--- src/hw/rtl/assert_macros.svh ---
// ----------------------------------------------------------------------------
// assertion macros
// concurrent check helpers shared by the rtl; empty when SYNTH is set
// ----------------------------------------------------------------------------
`ifndef ASSERT_MACROS_SVH
`define ASSERT_MACROS_SVH

`ifndef SYNTH

// expression must hold at every clock edge outside reset
`define DIS_ASSERT(label, clk, rst, expr) \
   label: assert property (@(posedge clk) disable iff (rst) (expr)) \
      else $error("assertion failed");

// consequent must hold in the cycle after the antecedent
`define DIS_ASSERT_NEXT(label, clk, rst, ante, cons) \
   label: assert property (@(posedge clk) disable iff (rst) (ante) |=> (cons)) \
      else $error("assertion failed");

`else

`define DIS_ASSERT(label, clk, rst, expr)
`define DIS_ASSERT_NEXT(label, clk, rst, ante, cons)

`endif

`endif

--- src/hw/rtl/dis_pkg.sv ---
// ----------------------------------------------------------------------------
// dis_pkg
// shared types and constants of the delimited identifier scanner
// ----------------------------------------------------------------------------
package dis_pkg;

   // character format
   localparam int CHAR_BITS = 16;
   localparam logic [CHAR_BITS-1:0] EOF_CODE = 16'hFFFF;
   localparam logic [CHAR_BITS-1:0] BAR_CODE = 16'h007C;

   // result queue size, room for two results per beat plus slack
   localparam int QUEUE_DEPTH = 4;

   // result kinds
   typedef enum logic [1:0] {
      KIND_DATA     = 2'd0,
      KIND_END      = 2'd1,
      KIND_EOF      = 2'd2,
      KIND_OVERFLOW = 2'd3
   } kind_type;

   // control broadcast to every cell
   typedef struct packed {
      logic                 load;       // append char to the delimiter
      logic                 clear_win;  // body starts, zero the window
      logic                 shift;      // body char enters the window
      logic [CHAR_BITS-1:0] ch;
   } cell_ctl_type;

   // one result beat
   typedef struct packed {
      kind_type             kind;
      logic [CHAR_BITS-1:0] data_char;
      logic                 last;
   } result_type;

endpackage

--- src/hw/rtl/dis_cell.sv ---
// ----------------------------------------------------------------------------
// dis_cell
// one position of delimiter and tail window, shifting toward cell zero
// ----------------------------------------------------------------------------
module dis_cell (
   input  logic                           clock,
   input  logic                           reset,
   input  dis_pkg::cell_ctl_type          ctl,
   input  logic                           clear_act,    // identifier done, empty delimiter
   input  logic                           prev_active,  // left neighbor in use
   input  logic                           next_active,  // right neighbor in use
   input  logic [dis_pkg::CHAR_BITS-1:0]  next_win,
   input  logic                           next_real,
   output logic                           active,
   output logic [dis_pkg::CHAR_BITS-1:0]  win,
   output logic                           real_char,
   output logic                           eq_next       // next window matches here
);

   logic                          active_ff, active_in;
   logic                          real_ff, real_in;
   logic [dis_pkg::CHAR_BITS-1:0] delim_ff, delim_in;
   logic [dis_pkg::CHAR_BITS-1:0] win_ff, win_in;
   logic                          is_tail;

   // last cell in use takes the new body char
   assign is_tail = active_ff & ~next_active;

   // window and real-char flag
   always_comb begin
      win_in  = win_ff;
      real_in = real_ff;
      if (ctl.clear_win) begin
         win_in  = '0;
         real_in = 1'b0;
      end else if (ctl.shift && active_ff) begin
         if (is_tail) begin
            win_in  = ctl.ch;
            real_in = 1'b1;
         end else begin
            win_in  = next_win;
            real_in = next_real;
         end
      end
   end

   // delimiter slot, written by the first free cell
   always_comb begin
      delim_in  = delim_ff;
      active_in = active_ff;
      if (clear_act) begin
         active_in = 1'b0;
      end else if (ctl.load && prev_active && !active_ff) begin
         active_in = 1'b1;
         delim_in  = ctl.ch;
      end
   end

   always_ff @(posedge clock) begin
      if (reset) begin
         active_ff <= 1'b0;
         real_ff   <= 1'b0;
      end else begin
         active_ff <= active_in;
         real_ff   <= real_in;
      end
   end

   always_ff @(posedge clock) begin
      win_ff   <= win_in;
      delim_ff <= delim_in;
   end

   assign active    = active_ff;
   assign win       = win_ff;
   assign real_char = real_ff;
   assign eq_next   = ~active_ff | (win_in == delim_ff);

endmodule

--- src/hw/rtl/dis_rsp_queue.sv ---
// ----------------------------------------------------------------------------
// dis_rsp_queue
// small result queue taking up to two results per beat, giving one per cycle while the reader is ready
// ----------------------------------------------------------------------------
module dis_rsp_queue (
   input  logic                 clock,
   input  logic                 reset,
   input  logic [1:0]           push_cnt,
   input  dis_pkg::result_type  push0,
   input  dis_pkg::result_type  push1,
   output logic                 room,      // space for two more results
   output logic                 out_valid,
   input  logic                 out_ready,
   output dis_pkg::result_type  out_res,
   output logic [$clog2(dis_pkg::QUEUE_DEPTH):0] level
);

   localparam int PW = $clog2(dis_pkg::QUEUE_DEPTH);
   localparam int CW = PW + 1;

   dis_pkg::result_type entry_ff [dis_pkg::QUEUE_DEPTH];
   logic [PW-1:0] wr_ff, wr_in;
   logic [PW-1:0] rd_ff, rd_in;
   logic [CW-1:0] cnt_ff, cnt_in;
   logic          pop;

   assign pop = out_valid & out_ready;

   // pointer and count update
   always_comb begin
      wr_in  = wr_ff + PW'(push_cnt);
      rd_in  = rd_ff + PW'(pop);
      cnt_in = cnt_ff + CW'(push_cnt) - CW'(pop);
   end

   always_ff @(posedge clock) begin
      if (reset) begin
         wr_ff  <= '0;
         rd_ff  <= '0;
         cnt_ff <= '0;
      end else begin
         wr_ff  <= wr_in;
         rd_ff  <= rd_in;
         cnt_ff <= cnt_in;
      end
   end

   // entry writes
   always_ff @(posedge clock) begin
      if (push_cnt != 2'd0) begin
         entry_ff[wr_ff] <= push0;
      end
      if (push_cnt == 2'd2) begin
         entry_ff[wr_ff + PW'(1)] <= push1;
      end
   end

   assign out_valid = (cnt_ff != '0);
   assign out_res   = entry_ff[rd_ff];
   assign room      = (cnt_ff <= CW'(dis_pkg::QUEUE_DEPTH - 2));
   assign level     = cnt_ff;

endmodule

--- src/hw/rtl/delimited_identifier_scanner.sv ---
// ----------------------------------------------------------------------------
// delimited_identifier_scanner
// collects a delimiter up to a bar, then streams the body until it matches
// ----------------------------------------------------------------------------
// order: the results of a char are registered in the queue and leave on rsp in order
// throughput: one char per cycle while the queue has room, set by the shift and
//    the combinational compare across the cell row; chars giving two results are
//    held to one result per cycle by the rsp port
// reset: synchronous, clears mode, delimiter length, window flags and queue
// ----------------------------------------------------------------------------
`include "assert_macros.svh"

module delimited_identifier_scanner #(
   parameter int MAX_DELIM = 16
) (
   input  logic        clock,
   input  logic        reset,
   // request channel
   input  logic        req_tvalid,
   output logic        req_tready,
   input  logic [15:0] req_tdata,   // [15:0] char_code
   // response channel
   output logic        rsp_tvalid,
   input  logic        rsp_tready,
   output logic [15:0] rsp_tdata,   // [15:0] data_char
   output logic [1:0]  rsp_tuser,   // [1:0] kind
   output logic        rsp_tlast    // last_of_run
);

   localparam int CB = dis_pkg::CHAR_BITS;
   localparam int QW = $clog2(dis_pkg::QUEUE_DEPTH) + 1;

   logic                 in_body_ff, in_body_in;
   logic                 accept, is_eof, is_bar, full, match;
   logic                 clear_act;
   logic [CB-1:0]        ch;
   dis_pkg::cell_ctl_type ctl;
   logic [MAX_DELIM-1:0] act_w, real_w, eq_w;
   logic [CB-1:0]        win_w [MAX_DELIM];
   logic [1:0]           n_res, push_cnt;
   dis_pkg::result_type  res0, res1, out_res;
   logic                 room;
   logic [QW-1:0]        q_level;

   assign accept = req_tvalid & req_tready;
   assign ch     = req_tdata[CB-1:0];
   assign is_eof = (ch == dis_pkg::EOF_CODE);
   assign is_bar = (ch == dis_pkg::BAR_CODE);
   assign full   = act_w[MAX_DELIM-1];
   assign match  = &eq_w;

   // cell control for this beat
   always_comb begin
      ctl.ch        = ch;
      ctl.load      = accept & ~is_eof & ~in_body_ff & ~is_bar & ~full;
      ctl.clear_win = accept & ~is_eof & ~in_body_ff & is_bar;
      ctl.shift     = accept & ~is_eof & in_body_ff;
   end

   // identifier done, drop the delimiter
   assign clear_act = (ctl.clear_win | ctl.shift) & match;

   // mode register
   always_comb begin
      in_body_in = in_body_ff;
      if (ctl.clear_win && !match) begin
         in_body_in = 1'b1;
      end else if (ctl.shift && match) begin
         in_body_in = 1'b0;
      end
   end

   always_ff @(posedge clock) begin
      if (reset) begin
         in_body_ff <= 1'b0;
      end else begin
         in_body_ff <= in_body_in;
      end
   end

   // cell row
   for (genvar i = 0; i < MAX_DELIM; i++) begin : g_cell
      logic          prev_act, next_act, next_real;
      logic [CB-1:0] next_win;
      if (i == 0) begin : g_first
         assign prev_act = 1'b1;
      end else begin : g_mid
         assign prev_act = act_w[i-1];
      end
      if (i == MAX_DELIM - 1) begin : g_end
         assign next_act  = 1'b0;
         assign next_win  = '0;
         assign next_real = 1'b0;
      end else begin : g_inner
         assign next_act  = act_w[i+1];
         assign next_win  = win_w[i+1];
         assign next_real = real_w[i+1];
      end
      dis_cell u_cell (
         .clock       (clock),
         .reset       (reset),
         .ctl         (ctl),
         .clear_act   (clear_act),
         .prev_active (prev_act),
         .next_active (next_act),
         .next_win    (next_win),
         .next_real   (next_real),
         .active      (act_w[i]),
         .win         (win_w[i]),
         .real_char   (real_w[i]),
         .eq_next     (eq_w[i])
      );
   end

   // results of this beat
   always_comb begin
      res0  = '{kind: dis_pkg::KIND_DATA, data_char: '0, last: 1'b0};
      res1  = '{kind: dis_pkg::KIND_END, data_char: '0, last: 1'b1};
      n_res = 2'd0;
      if (is_eof) begin
         res0  = '{kind: dis_pkg::KIND_EOF, data_char: '0, last: 1'b1};
         n_res = 2'd1;
      end else if (!in_body_ff) begin
         if (is_bar) begin
            if (match) begin
               res0  = '{kind: dis_pkg::KIND_END, data_char: '0, last: 1'b1};
               n_res = 2'd1;
            end
         end else if (full) begin
            res0  = '{kind: dis_pkg::KIND_OVERFLOW, data_char: '0, last: 1'b1};
            n_res = 2'd1;
         end
      end else if (real_w[0]) begin
         res0  = '{kind: dis_pkg::KIND_DATA, data_char: win_w[0], last: ~match};
         n_res = match ? 2'd2 : 2'd1;
      end else if (match) begin
         res0  = '{kind: dis_pkg::KIND_END, data_char: '0, last: 1'b1};
         n_res = 2'd1;
      end
   end

   assign push_cnt = accept ? n_res : 2'd0;

   dis_rsp_queue u_queue (
      .clock     (clock),
      .reset     (reset),
      .push_cnt  (push_cnt),
      .push0     (res0),
      .push1     (res1),
      .room      (room),
      .out_valid (rsp_tvalid),
      .out_ready (rsp_tready),
      .out_res   (out_res),
      .level     (q_level)
   );

   assign req_tready = room;
   assign rsp_tdata  = out_res.data_char;
   assign rsp_tuser  = out_res.kind;
   assign rsp_tlast  = out_res.last;

   // checks
   `DIS_ASSERT(a_body_has_delim, clock, reset, !in_body_ff || act_w[0])
   `DIS_ASSERT(a_delim_contiguous, clock, reset, ((act_w >> 1) & ~act_w) == '0)
   `DIS_ASSERT(a_queue_bound, clock, reset, q_level <= QW'(dis_pkg::QUEUE_DEPTH))
   `DIS_ASSERT_NEXT(a_eof_gives_result, clock, reset, accept && is_eof, rsp_tvalid)

endmodule
--- config.mk ---
export PLATFORM = sky130hd
export DESIGN_NAME = delimited_identifier_scanner
export DESIGN_NICKNAME = d
export VERILOG_FILES = /design/src/hw/rtl/dis_pkg.sv /design/src/hw/rtl/dis_cell.sv /design/src/hw/rtl/dis_rsp_queue.sv /design/src/hw/rtl/delimited_identifier_scanner.sv
export VERILOG_INCLUDE_DIRS = /design/src /design/src/hw/rtl
export SDC_FILE = /design/constraint.sdc
export NUM_CORES = 1
export LEC_CHECK = 0
export BUFFER_PORTS_ARGS = -buffer_cell sky130_fd_sc_hd__buf_2
export CORE_MARGIN = 2
export CORE_UTILIZATION = 35
export DETAILED_ROUTE_END_ITERATION = 7
export PLACE_DENSITY_LB_ADDON = 0.2
export REMOVE_ABC_BUFFERS = 1
export SYNTH_ARGS = -nofsm -noshare
export SYNTH_HDL_FRONTEND = slang
export SYNTH_SLANG_ARGS = --single-unit
--- constraint.sdc ---
create_clock -name clock -period 13.9 [get_ports clock]
set_input_delay 3.475 -clock clock [delete_from_list [all_inputs] [get_ports clock]]
set_output_delay 3.475 -clock clock [all_outputs]
set_load 0.02 [all_outputs]
# Word level (Yosys, flattened, before mapping)
# Memory sizes are Yosys's and may differ from the RTL's. A register that Yosys moved wholly into a read port is not among the register bits.
# Cells that the tools add are included.
# word_totals
ff_bits	552
ram_bits	76
input_bits	20
out_inout_bits	21
wordCells	329
memories	1
# mem_list
memory	depth	word_bits	read_ports	rd_clocked_by_memory_dff	wr	line_no	rtl
u_queue.entry_ff	4	19	1	1	2	dis_rsp_queue.sv:21	dis_pkg::result_type entry_ff [dis_pkg::QUEUE_DEPTH];
# classes
n_addsub	5
n_lt_le_gt_ge	1
n_eq_ne	19
mux	85
n_bitwise	62
n_reduce_logical	88
# op_table
operator	n
$mux W16	48
$eq A16 B16 Y1	16
$mux W19	5
$logic_and A1 B1 Y1	49
$reduce_and A2 Y1	16
$and A1 B1 Y1	24
$mux W1	24
$not A1 Y1	21
$mux W18	1
$logic_not A1 Y1	17
$or A1 B1 Y1	17
$eq A16 B16 Y1 const B	1
$eq A16 B7 Y1 const B	1
$reduce_and A16 Y1	1
$mux W2	7
$reduce_bool A2 Y1	2
$reduce_or A2 Y1	2
$add A3 B2 Y3	1
$le A3 B2 Y1 const B	1
$reduce_bool A3 Y1	1
$sub A3 B1 Y3	1
$add A2 B1 Y2	1
$add A2 B1 Y2 const B	1
$add A2 B2 Y2	1
$eq A2 B2 Y1 const B	1

# Longest topological paths before layout
# depth
depth_word	18
ltp_mapped	29

# By module
# Synthesis repeated with hierarchy kept, for this count alone.
# hier_totals
hier_cells	2948
area_unflattened_um2	32314.7
# modules_own_cells
mod	instances	cells_per_inst	area_per_inst_um2	seq_area_each_um2
dis_cell	16	166	1731.7	840.8
dis_rsp_queue	1	230	4195.3	2422.3
delimited_identifier_scanner	1	62	412.9	20.0

# Worst setup path after synthesis
# No wires, ideal clock.
# synth_timing
path_kind	input port to flip-flop
start	input req_tdata[8]
end	register u_queue.cnt_ff[2] (netlist: u_queue.level[2])
t_arrival_ns	8.301
required_time_ns	13.772
path_slack_ns	5.471
path_stages	26
n_path_buf	5
path_cell_list	buf_4 -> or4_4 -> nor4_2 -> buf_4 -> and2_4 -> o21ai_2 -> buf_6 -> a221oi_1 -> o22ai_1 -> or4_1 -> o21ai_1 -> o2111ai_1 -> and4bb_1 -> buf_4 -> ha_1 -> inv_1 -> a21oi_1 -> a21bo_2 -> buf_4 -> nor2b_1 -> ha_1 -> inv_1 -> fa_1 -> xnor2_1 -> xnor2_1 -> nor2_1
# synth_between
elab_chain_len	17
elab_cells_between_ends	113
# synth_rtl
element	line_no	rtl
start, declared	delimited_identifier_scanner.sv:21	input logic [15:0] req_tdata,
$eq A16 B16 Y1	delimited_identifier_scanner.sv:47	assign is_eof = (ch == dis_pkg::EOF_CODE);
$not A1 Y1	delimited_identifier_scanner.sv:56, delimited_identifier_scanner.sv:57	
$and A1 B1 Y1	delimited_identifier_scanner.sv:56, delimited_identifier_scanner.sv:57	
$and A1 B1 Y1	delimited_identifier_scanner.sv:57	ctl.shift = accept & ~is_eof & in_body_ff;
$logic_and A1 B1 Y1	dis_cell.sv:36	end else if (ctl.shift && active_ff) begin
$mux W16	dis_cell.sv:36	
$mux W16	dis_cell.sv:33	if (ctl.clear_win) begin
$eq A16 B16 Y1	dis_cell.sv:77	assign eq_next = ~active_ff | (win_in == delim_ff);
$or A1 B1 Y1	dis_cell.sv:77	
$reduce_and A16 Y1	delimited_identifier_scanner.sv:50	assign match = &eq_w;
$mux W1 or $mux W2 (tied branches)	delimited_identifier_scanner.sv:125, delimited_identifier_scanner.sv:136, delimited_identifier_scanner.sv:135	
$mux W2 (on tied branches)	delimited_identifier_scanner.sv:124, delimited_identifier_scanner.sv:133	
$mux W2	delimited_identifier_scanner.sv:123	end else if (!in_body_ff) begin
$mux W2 *	delimited_identifier_scanner.sv:120	if (is_eof) begin
$mux W2 *	delimited_identifier_scanner.sv:142	assign push_cnt = accept ? n_res : 2'd0;
$add A3 B2 Y3 *	dis_rsp_queue.sv:33	cnt_in = cnt_ff + CW'(push_cnt) - CW'(pop);
$sub A3 B1 Y3 *	dis_rsp_queue.sv:33	
end signal, assigned	dis_rsp_queue.sv:44	cnt_ff <= cnt_in;
end, declared	dis_rsp_queue.sv:24	logic [CW-1:0] cnt_ff, cnt_in;
# Every way passes the cells marked *; elsewhere a longest branch is shown, timed or not.
# A chain may end at the register's enable or synchronous reset.

==> results.md <==
- Placed wire-length estimate: 54.3 mm
- Slowest cell on the critical path: sky130_fd_sc_hd__nor3_4
- Root Driver: sky130_fd_sc_hd__clkbuf_16
- Placeable core area: 80400 µm²
- Critical-path maximum fanout: 87
- Switching component of the power: 0.00104 W
- Fin crit period: 10.77 ns
- Rel. slew slack: 0.148
- Final Hold Fails: 0
- Antenna violations before repair: 1
- Post-DR vias/cell: 5.54
- RePlAce Congestion: 0.821
- Effective utilization at floorplan: 0.353
- Sum of overflow across all layers after global routing: 0
- Result of the run: completed
- Slew of the pin with the lowest slew margin: 1.27 ns
- Synthesized instance count: 2590
- Maximum vdd drop: 0.0000878 V
- Vias in the first global route: 20700
- DRC violation count after routing: 0
- Number of endpoints failing setup at the final stage: 0
- Post-cts resize count: 0
- Power Density: 131 nW/µm²
- Maximum number of pins on one net before global-route repair: 88
- Worst reg-to-reg setup slack: 6.27 ns
- Cell leakage power: 12.5 nW
- Utilization after layout: 0.398
- Maximum clock frequency: 0.0929 GHz
- Total I/O pin count: 41
- Critical path data required time: 14.41 ns
- Part of the cycle the worst path needs: 0.775
- Final Slew Violations: 0
- Syn_area_per_cell: 11.0 µm²
- Fraction of registers with async set or reset after synthesis: 0
- Max H-tree Level: 3
- Die outline area: 83500 µm²
- Horizontal die dimension: 289 µm
- DRT iter0 DRCs: 1645
- Hold crit path type: flop to flop
- Clock insertion delay at the later pin of the skew report: 0.62 ns
- Buffers added on ports: 40
- Clock-pin slew reported for the worst setup and hold paths after clock tree synthesis: 0.06 ns
- Commonest register cell after synthesis: sky130_fd_sc_hd__dfxtp_1
- # rows: 104
- First-pass GRT wire length: 127 mm
- Buffers inserted by post-CTS timing repair: 0
- Biggest cell delay along the critical path: 0.89 ns
- Total cell area at the placement stage: 29700 µm²
- Origin of the worst min-delay path: u_queue.entry_ff[1][0]
- CP Class: input pin to flop
- Sequential fraction of the synthesis area: 0.533
- Number of antenna repair diodes: 0
- Cell breakdown of the critical path: buf_2 -> nand4_1 -> nor3_1 -> a21o_4 -> buf_12 -> o21ai_0 -> and3_1 -> nor4_1 -> nand4_1 -> o31ai_1 -> o2111ai_1 -> and4bb_1 -> ha_1 -> inv_1 -> a21oi_1 -> o21ai_0 -> a21oi_2 -> buf_4 -> nor3_4 -> mux2_2
- R2R cell count: 19
- Crit Reg-Reg Startpoint: u_queue.level[0]
- Fraction of power spent switching nets: 0.249
- Arrival @ worst endpoint: 11.28 ns
- Worst setup skew after layout: 0.0296 ns
- Number of routed nets with antenna violations: 0
- Max capacitance violation total: 0
- Pre-antenna DRT Iters: 5
- Via Count: 20500
- Synthesized cell area: 28400 µm²
- Share of final-layout standard cells stronger than drive strength 1: 0.130
- Critical Path Sink Type: flop
- P&R area growth vs syn: 12.7%
- Number of buffers created by CTS: 73
- Wire length per cell after detailed routing: 22.5 µm
- Final total negative setup slack: 0 ns
- Final net count: 2615
- Distinct cells, synth: 70
- Routed WL: 83.4 mm
- Clock power frac: 0.454
- Capture point of the worst reg-to-reg path: u_queue.entry_ff[0][18]
- Number of synthesized register bits: 628
- Min-Delay Endpoint: u_queue.entry_ff[1][0]
- Hold Buf Count CTS: 0
- Internal power: 0.00315 W
- Clock buffer depth: 3
- Synthesis warning total: 0
- Unrepaired setup endpoints after global routing: no
- Global-route usage over all layers: 0.198
- Part of the total power dissipated in sequential elements: 0.469
- Final non-filler cell area: 32000 µm²
- Kind of start point of the critical path: input pin
- CTS Sinks: 628
- Worst hold path cell count: 2
- EDFF count, synth: 256
- Proportion of power drawn by combinational gates: 0.077
- Height of the die: 289 µm
- Clock tree from TritonCTS: built
==> layer usage <==
metal  up-vias  global-route usage  wire [µm]
met5         -                   0          0
met4         0              0.0581       2010
met3       138              0.0264       4000
met2       554               0.320      38700
met1     10200               0.275      38700
li1       9619                   -          -
==> flip-flops by register name, summed over array words and instances (netlist names) <==
| register | count |
|---|---|
| u_queue.rd_ff | 2 |
| g_cell.u_cell.delim_ff | 256 |
| in_body_ff | 1 |
| g_cell.u_cell.real_char | 16 |
| g_cell.u_cell.active | 16 |
| u_queue.entry_ff | 76 |
| u_queue.wr_ff | 2 |
| g_cell.u_cell.win | 256 |
| u_queue.level | 3 |
==> area by class of cell <==
class | instances | area [µm²]
repair buffers | 102 | 678
flip-flops and latches | 628 | 15100
clock buffers | 107 | 2070
well taps | 1060 | 1330
fillers | 7742 | 48400
clock inverters | 29 | 288
inverters | 44 | 165
multi-input cells | 1738 | 12400
==> metrics by stage <==
stage               total power, W  std cells  hold WS [ns]  setup slack, ns
floorplan                  0.00218       2410         0.422            0.550
global placement           0.00233       3572         0.436             2.61
detailed placement         0.00233       3572         0.437             2.48
CTS                        0.00424       3708         0.446             3.11
global route               0.00434       3708         0.481             2.70
finish                     0.00420       3708         0.446             3.13
==> worst max-delay path, delay by kind of cell <==
kind | cells | cell delay (ns)
AOI/OAI and AO/OA | 7 | 2.36
buffers and inverters | 4 | 1.15
muxes | 1 | 0.41
and+or+nand+nor | 7 | 3.42
adders and majority gates | 1 | 0.34
==> cell usage after synthesis, types with 39 or more instances <==
cell type / n / area (µm²)
sky130_fd_sc_hd__dfxtp_1: 372 / 7450
sky130_fd_sc_hd__edfxtp_1: 256 / 7690
sky130_fd_sc_hd__nand2_1: 233 / 875
sky130_fd_sc_hd__mux2i_1: 189 / 1890
sky130_fd_sc_hd__xnor2_1: 157 / 1380
sky130_fd_sc_hd__nor2_1: 141 / 529
sky130_fd_sc_hd__clkbuf_1: 118 / 443
sky130_fd_sc_hd__o21ai_0: 117 / 586
sky130_fd_sc_hd__a21oi_1: 95 / 475
sky130_fd_sc_hd__mux2_2: 90 / 1010
sky130_fd_sc_hd__or3_1: 76 / 475
sky130_fd_sc_hd__and3_1: 74 / 463
sky130_fd_sc_hd__a22o_1: 72 / 631
sky130_fd_sc_hd__o31ai_1: 49 / 368
sky130_fd_sc_hd__nand4_1: 47 / 294
sky130_fd_sc_hd__nor4_1: 47 / 294
sky130_fd_sc_hd__buf_2: 45 / 225
sky130_fd_sc_hd__inv_1: 42 / 158
sky130_fd_sc_hd__and2_1: 39 / 244
==> power groups by stage <==
stage | Sequential (W) | Clock, W | Combinational, W
global placement | 0.00200 | 0 | 0.000326
floorplan | 0.00201 | 0 | 0.000165
global route | 0.00197 | 0.00202 | 0.000351
detailed placement | 0.00201 | 0 | 0.000328
CTS | 0.00197 | 0.00194 | 0.000330
finish | 0.00197 | 0.00191 | 0.000325
==> how the worst max path moves through the flow <==
stage | endpoint | startpoint
2_1_floorplan | u_queue.entry_ff[2][17] | req_tvalid
3_3_place_gp | u_queue.entry_ff[0][18] | req_tdata[2]
3_5_place_dp | u_queue.entry_ff[0][18] | req_tdata[2]
4_1_cts | u_queue.entry_ff[0][18] | req_tdata[2]
5_1_grt | u_queue.entry_ff[0][18] | req_tdata[2]
6_report | u_queue.entry_ff[0][18] | req_tdata[2]
==> placed cells by master (no fill, tap or decap), types with 21 or more instances in the layout <==
master and n:
sky130_fd_sc_hd__nor3_1 38, sky130_fd_sc_hd__a32o_1 24, sky130_fd_sc_hd__buf_2 40, sky130_fd_sc_hd__xnor2_1 157, sky130_fd_sc_hd__a22o_1 72, sky130_fd_sc_hd__buf_4 61
sky130_fd_sc_hd__nor4_1 47, sky130_fd_sc_hd__and3_1 74, sky130_fd_sc_hd__mux2i_1 189, sky130_fd_sc_hd__a32oi_1 32, sky130_fd_sc_hd__clkbuf_16 75, sky130_fd_sc_hd__edfxtp_1 256
sky130_fd_sc_hd__a21boi_0 21, sky130_fd_sc_hd__dfxtp_1 372, sky130_fd_sc_hd__and2_1 39, sky130_fd_sc_hd__o21ai_0 117, sky130_fd_sc_hd__or3_1 76, sky130_fd_sc_hd__o31ai_1 49
sky130_fd_sc_hd__nand2_1 232, sky130_fd_sc_hd__nand4_1 47, sky130_fd_sc_hd__a21oi_1 92, sky130_fd_sc_hd__nor2_1 138, sky130_fd_sc_hd__clkbuf_1 25, sky130_fd_sc_hd__mux2_2 90
sky130_fd_sc_hd__inv_1 42
==> logic make-up after synthesis <==
| family | Yosys count | synth area share |
|---|---|---|
| adder cells (fa/ha/maj) | 8 | 0.00379 |
| AO/OA/AOI/OAI | 519 | 0.128 |
| buffers and inverters | 224 | 0.0338 |
| XOR/XNOR | 173 | 0.0533 |
| AND/OR/NAND/NOR | 740 | 0.131 |
| flip-flops | 628 | 0.533 |
| multiplexers | 298 | 0.117 |
No activity file was read; power rests on OpenSTA's default activity.
